### src/sv/clts_pkg.sv
// Shared types, register codes and channel helpers for the color LUT sampler.
// Used by every module of the block; depends on nothing.
`default_nettype none
package clts_pkg;

  localparam int CHANNEL_BITS = 16;
  localparam int FRAC_BITS    = 16;
  localparam int SIZE_BITS    = 13;
  localparam int STRENGTH_BITS = 17;
  localparam int DOMAIN_BITS  = 48;
  localparam int PIX_BITS     = 3 * CHANNEL_BITS;
  localparam int LATTICE_MAX_DEF = 33;
  localparam int CURVE_MAX_DEF   = 4096;
  localparam int PADDR_BITS   = 6;
  localparam int PDATA_BITS   = 64;

  typedef enum logic {
    OP_LOAD   = 1'b0,
    OP_SAMPLE = 1'b1
  } clts_op_e;

  typedef enum logic [2:0] {
    REG_THREE_D  = 3'd0,
    REG_SIZE     = 3'd1,
    REG_STRENGTH = 3'd2,
    REG_DOM_LOW  = 3'd3,
    REG_DOM_HIGH = 3'd4
  } clts_reg_e;

  typedef struct packed {
    clts_op_e                op;
    logic [15:0]             entry_index;
    logic [CHANNEL_BITS-1:0] in_red;
    logic [CHANNEL_BITS-1:0] in_green;
    logic [CHANNEL_BITS-1:0] in_blue;
  } clts_cmd_t;

  typedef struct packed {
    logic [CHANNEL_BITS-1:0] out_red;
    logic [CHANNEL_BITS-1:0] out_green;
    logic [CHANNEL_BITS-1:0] out_blue;
  } clts_res_t;

  // Picks one color channel of a command, red being channel zero.
  function automatic logic [CHANNEL_BITS-1:0] cmd_chan(clts_cmd_t c, logic [1:0] ch);
    logic [CHANNEL_BITS-1:0] v;
    case (ch)
      2'd0:    v = c.in_red;
      2'd1:    v = c.in_green;
      default: v = c.in_blue;
    endcase
    return v;
  endfunction

endpackage
`default_nettype wire

### src/sv/clts_divider.sv
// Pipelined restoring divider that normalizes one channel against its domain.
// Two quotient bits per stage; depends on clts_pkg.
`default_nettype none
module clts_divider import clts_pkg::*; (
  input  logic                    clk_i,
  input  logic [CHANNEL_BITS-1:0] v_i,
  input  logic [CHANNEL_BITS-1:0] lo_i,
  input  logic [CHANNEL_BITS-1:0] hi_i,
  output logic [CHANNEL_BITS:0]   norm_o
);
  localparam int Steps = 2;
  localparam int NStg  = CHANNEL_BITS / Steps;

  logic [CHANNEL_BITS-1:0] rem_q [NStg];
  logic [CHANNEL_BITS-1:0] quo_q [NStg];
  logic [CHANNEL_BITS-1:0] den_q [NStg];
  logic                    zero_q [NStg];
  logic                    one_q  [NStg];
  logic [CHANNEL_BITS-1:0] rem_d [NStg];
  logic [CHANNEL_BITS-1:0] quo_d [NStg];
  logic [CHANNEL_BITS-1:0] den_d [NStg];
  logic                    zero_d [NStg];
  logic                    one_d  [NStg];

  always_comb begin
    logic [CHANNEL_BITS-1:0] r;
    logic [CHANNEL_BITS-1:0] q;
    logic [CHANNEL_BITS-1:0] d;
    logic [CHANNEL_BITS:0]   t;
    for (int s = 0; s < NStg; s++) begin
      if (s == 0) begin
        r = v_i - lo_i;
        q = '0;
        d = hi_i - lo_i;
        zero_d[s] = (v_i <= lo_i);
        one_d[s]  = (v_i > lo_i) && (v_i >= hi_i);
      end else begin
        r = rem_q[s-1];
        q = quo_q[s-1];
        d = den_q[s-1];
        zero_d[s] = zero_q[s-1];
        one_d[s]  = one_q[s-1];
      end
      // The remainder stays below the divisor, so one compare per bit suffices.
      for (int j = 0; j < Steps; j++) begin
        t = {r, 1'b0};
        if (t >= {1'b0, d}) begin
          t = t - {1'b0, d};
          q = {q[CHANNEL_BITS-2:0], 1'b1};
        end else begin
          q = {q[CHANNEL_BITS-2:0], 1'b0};
        end
        r = t[CHANNEL_BITS-1:0];
      end
      rem_d[s] = r;
      quo_d[s] = q;
      den_d[s] = d;
    end
  end

  always_ff @(posedge clk_i) begin
    for (int s = 0; s < NStg; s++) begin
      rem_q[s]  <= rem_d[s];
      quo_q[s]  <= quo_d[s];
      den_q[s]  <= den_d[s];
      zero_q[s] <= zero_d[s];
      one_q[s]  <= one_d[s];
    end
  end

  always_comb begin
    if (zero_q[NStg-1]) begin
      norm_o = '0;
    end else if (one_q[NStg-1]) begin
      norm_o = {1'b1, {CHANNEL_BITS{1'b0}}};
    end else begin
      norm_o = {1'b0, quo_q[NStg-1]};
    end
  end

endmodule
`default_nettype wire

### config.mk
export PLATFORM = sky130hd
export DESIGN_NAME = clts_divider
export DESIGN_NICKNAME = d
export VERILOG_FILES = /design/src/sv/clts_pkg.sv /design/src/sv/clts_divider.sv
export SDC_FILE = /design/constraint.sdc
export NUM_CORES = 1
export LEC_CHECK = 0
export BUFFER_PORTS_ARGS = -buffer_cell sky130_fd_sc_hd__buf_2
export CAP_MARGIN = 20
export CELL_PAD_IN_SITES_DETAIL_PLACEMENT = 0
export CELL_PAD_IN_SITES_GLOBAL_PLACEMENT = 2
export CORE_ASPECT_RATIO = 1.4
export CORE_MARGIN = 2
export CORE_UTILIZATION = 36
export DETAILED_ROUTE_END_ITERATION = 8
export PLACE_DENSITY = 0.75
export SYNTH_ARGS = -nofsm -noshare
export SYNTH_HDL_FRONTEND = slang
export SYNTH_SLANG_ARGS = --single-unit
### constraint.sdc
create_clock -name clk_i -period 8.25 [get_ports clk_i]
set_input_delay 1.65 -clock clk_i [delete_from_list [all_inputs] [get_ports clk_i]]
set_output_delay 1.65 -clock clk_i [all_outputs]
set_load 0.02 [all_outputs]
* Word-level counts from Yosys, hierarchy flattened
Memory sizes are Yosys's and may differ from the RTL's. Cells that the tools add are included.
Storage, ports and cells: bits in registers 0, RAM bits 400, input port bits 49, output and inout bits 17, word-level logic and storage cells 77, memories kept 5
Cells by class: add/subtract/negate cells 18, $lt $le $gt $ge 19, multiplexer cells 34, reduce and logical (&&, ||, !) cells 1
Memory list:
- den_q | depth 8, bits a word 16, read ports 7, clocked after memory_dff 0, write ports 8, RTL line clts_divider.sv:16 | logic [CHANNEL_BITS-1:0] den_q [NStg];
- quo_q | depth 8, bits a word 16, read ports 8, clocked after memory_dff 0, write ports 8, RTL line clts_divider.sv:15 | logic [CHANNEL_BITS-1:0] quo_q [NStg];
- rem_q | depth 8, bits a word 16, read ports 7, clocked after memory_dff 0, write ports 8, RTL line clts_divider.sv:14 | logic [CHANNEL_BITS-1:0] rem_q [NStg];
- one_q | depth 8, bits a word 1, read ports 8, clocked after memory_dff 0, write ports 8, RTL line clts_divider.sv:18 | logic one_q [NStg];
- zero_q | depth 8, bits a word 1, read ports 8, clocked after memory_dff 0, write ports 8, RTL line clts_divider.sv:17 | logic zero_q [NStg];
Operators by type and width (number):
- 16-bit subtractor | 18
- 17-bit by 16-bit >= comparator with 1-bit output | 16
- 16-bit two-way mux | 16
- 17-bit two-way mux | 2
- 16-bit >= comparator | 1
- 16-bit greater-than comparator | 1
- 16-bit <= comparator | 1
- 1-bit two-way mux | 16
- 1-bit logical AND | 1

* Depth between registers and ports, before layout
depth in word-level cells 5, gate-level depth with buffers 35, mapped depth without buffers 33

* Least setup slack after synthesis
No wires, ideal clock.
path type input-to-reg, start in hi_i[0], end mem rem_q[0][10], setup time 0.121 ns, arrival time 7.819 ns, required time 8.129 ns, path slack 0.309 ns, cell stages on the path 32, path buffers 3, cells stage by stage inv_1 -> ha_1 -> inv_1 -> fa_1 -> a211oi_1 -> o21ai_0 -> xnor2_1 -> ha_1 -> clkbuf_1 -> a2111oi_0 -> o21ai_1 -> a221oi_2 -> nor4b_2 -> nor3_1 -> a41oi_2 -> nand2_2 -> clkbuf_1 -> nand2_1 -> o21ai_0 -> ha_1 -> a21oi_1 -> o21bai_1 -> a21oi_1 -> o21bai_1 -> a211oi_1 -> nor3_1 -> o31ai_1 -> o21a_1 -> a311oi_4 -> nor2_4 -> buf_12 -> mux2_4
RTL lines:
- start: declaration | RTL line clts_divider.sv:8 | input logic [CHANNEL_BITS-1:0] hi_i,
- end: declaration | RTL line clts_divider.sv:14

==> impl_metrics.toml <==
[yosys]
postSynthNetCount = 2813
synth-async-reset-ratio_pct = 0
postSynthCellCount = 2462
syn_avg_cell_area_um2 = 8.89
yosysWarnings = 0
synth_ff_type = "dfxtp_1"
seq_area_frac_synth_pct = 28.6
synth_edf_count = 0
synth_seq_cells = 312
ys_types = 98
syn-cell-area_mm2 = 0.0219

[sta]
report.final.slew_viol_count = 0
skew_ns = 0.0187
timing.final.crit_period_ns = 7.67
worstMarginPinSlew_ns = 0.951
rsz0062_at_grt = "false"
holdWs_ns = 0.319
relSlewSlack_pct = 35.7
setup_violations = 0
finalHoldViolations = 0
timing.fmax_mhz = 130
min_period_over_period_pct = 93.0

[setup_path]
slowest_delay_ns = 0.39
worstPathRequired_ns = 8.67
worstSetupPathType = "input port to flip-flop"
critPathMaxFanout = 8
crit_slowest_cell = "a311o_2"
cpMostUsedCell = "a21o_1"
startpoint_type = "input port"
cp-end-kind = "flip-flop"
arrival_ns = 8.09

[global_route]
antenna_found_initial = 0
track_usage_pct = 18.9
grt_pass1_wl_mm = 94.4
grt_pass1_vias = 17900
grt-ovfl-total = 0
grt_max_degree = 23

[placement]
dpl.hpwl_mm = 49.2
placedInstanceArea_mm2 = 0.0234
io_buffer_count = 65
dp.cells = 3349
gp_congestion = 0.855

[clock_network]
numCtsBuffers = 34
clk_pin_slew_ns = 0.07
cts_tree = "built"
clock_sinks = 312
cts_buffer_depth = 3
clock_latency_ns = 0.54
cts-root-buf = "clkbuf_16"
htreeDepth = 2
hold_buffers = 0

[layout]
final_common_cell = "dfxtp_1"
fin_nets = 2927
layout-drive-gt1-share_pct = 14.5
layout_common_cells = "dfxtp_1 (312), ha_1 (292), inv_1 (265)"
stdcell_area_mm2 = 0.0246
final_cells = 3412
area_growth_syn_to_layout_pct = 12.6

[floorplan]
rows = 106
core-area_mm2 = 0.0599
start_util_pct = 36.5
die_y_um = 296
die_x_um = 212
dieArea_mm2 = 0.0628
ios = 66

[route]
drt_pre_antenna_iters = 5
num_vias = 17400
drc = 0
vias_per_cell = 5.11
wl_per_cell_um = 17.2
finalWirelength_mm = 58.7
drtAntennaViolNets = 0
drt_iter0_markers = 725

[outcome]
status = "finished, final reports clean"

[hold_path]
hp-class = "flip-flop to flip-flop"

[job]
drv_cap = 0
-- worst paths after layout --
kind         slack (ns)                   end                  from  cells past startpoint
min reg2reg        0.32  quo_q[0][53]$_DFF_P_  quo_q[0][35]$_DFF_P_                      0
max reg2reg        1.14  rem_q[6][14]$_DFF_P_   den_q[5][1]$_DFF_P_                     26
min                0.32  quo_q[0][53]$_DFF_P_  quo_q[0][35]$_DFF_P_                      0
max                0.58  rem_q[0][14]$_DFF_P_               lo_i[4]                     32
-- flip-flops by register name, summed over array words and instances, names as in the netlist --
name and flops:
rem_q 112, den_q 112, quo_q 72, one_q 8, zero_q 8
-- timing repair --
action / in CTS / in global routing
setup endpoints to repair: 0 / 14
resized for setup: 0 / 2
buffers inserted: 0 / 0
-- cell usage after synthesis, drive strengths merged (5+ instances only) --
master / n / area share, %
a21boi: 23 / 0.79
nand2: 133 / 2.3
a211o: 8 / 0.33
nor2: 141 / 2.5
nor3: 49 / 1.1
nand2b: 24 / 0.69
a21o: 103 / 3.6
a21oi: 167 / 3.9
o21ai: 129 / 3.0
o21bai: 33 / 1.1
a221oi: 6 / 0.35
o21a: 24 / 0.86
ha: 292 / 17
nand3: 36 / 0.82
o311ai: 8 / 0.32
o41ai: 9 / 0.36
inv: 266 / 4.6
xnor2: 116 / 4.7
or3: 14 / 0.45
xor2: 80 / 3.2
o2111ai: 5 / 0.20
and4: 5 / 0.21
mux2: 147 / 7.7
nor2b: 33 / 0.94
nand4: 44 / 1.3
or2: 14 / 0.40
a31o: 12 / 0.48
fa: 10 / 0.92
a2111oi: 12 / 0.57
and2: 23 / 0.66
o211ai: 10 / 0.43
and3: 22 / 0.64
buf: 12 / 0.33
a211oi: 21 / 0.74
o31ai: 17 / 0.58
mux2i: 7 / 0.32
dfxtp: 312 / 29
clkbuf: 20 / 0.43
a31oi: 13 / 0.37
nor4: 9 / 0.26
-- critical path, delay by kind of cell --
kind                     cells  cell delay, ns
AO/OA/AOI/OAI               16            3.14
XOR/XNOR                     1            0.22
adder cells (fa/ha/maj)      4            1.27
buffers and inverters        4            0.43
multiplexers                 3            0.86
AND/OR/NAND/NOR              4            0.50
-- metal layers --
metal,routed length [um],vias to the layer above,track usage [%]
li1,-,9002,-
met1,24200,8155,20.8
met2,31600,206,37.5
met3,1230,86,2.10
met4,1620,0,5.68
met5,0,-,0
-- cell type report --
| type | instances | area (um^2) |
|---|---|---|
| clock inverter | 17 | 211 |
| multi-input combinational | 1852 | 14500 |
| antenna | 1 | 2.50 |
| fill | 6091 | 35300 |
| tap | 810 | 1010 |
| sequential | 312 | 6250 |
| clock buffer | 44 | 982 |
| timing repair buffer | 110 | 676 |
| inverter | 266 | 998 |
-- cells by family (layout without fill, tap and decap cells) --
| kind of cell | after synthesis | in the layout | synth area share [%] |
|---|---|---|---|
| DFF | 312 | 312 | 28.6 |
| and+or+nand+nor | 564 | 564 | 12.9 |
| AOI/OAI and AO/OA | 634 | 634 | 19.6 |
| xor gates and xnor gates | 196 | 196 | 7.95 |
| adders and majority gates | 304 | 304 | 17.7 |
| other | 0 | 1 | 0 |
| muxes | 154 | 154 | 8.01 |
| buffers and inverters | 298 | 437 | 5.32 |
-- per-stage QoR --
| stage | setup WS, ns | TNS, ns | util (%) |
|---|---|---|---|
| CTS | 0.482 | 0 | 41.1 |
| global placement | -0.0302 | -0.160 | 39.1 |
| floorplan | 0.309 | 0 | - |
| finish | 0.581 | 0 | 41.1 |
| global route | 0.0770 | 0 | 41.1 |
| detailed placement | -0.0475 | -0.311 | 39.1 |
Power is left out: the tool's default activity adds up to more than one toggle a clock period on the data nets, which glitch-free logic cannot reach.
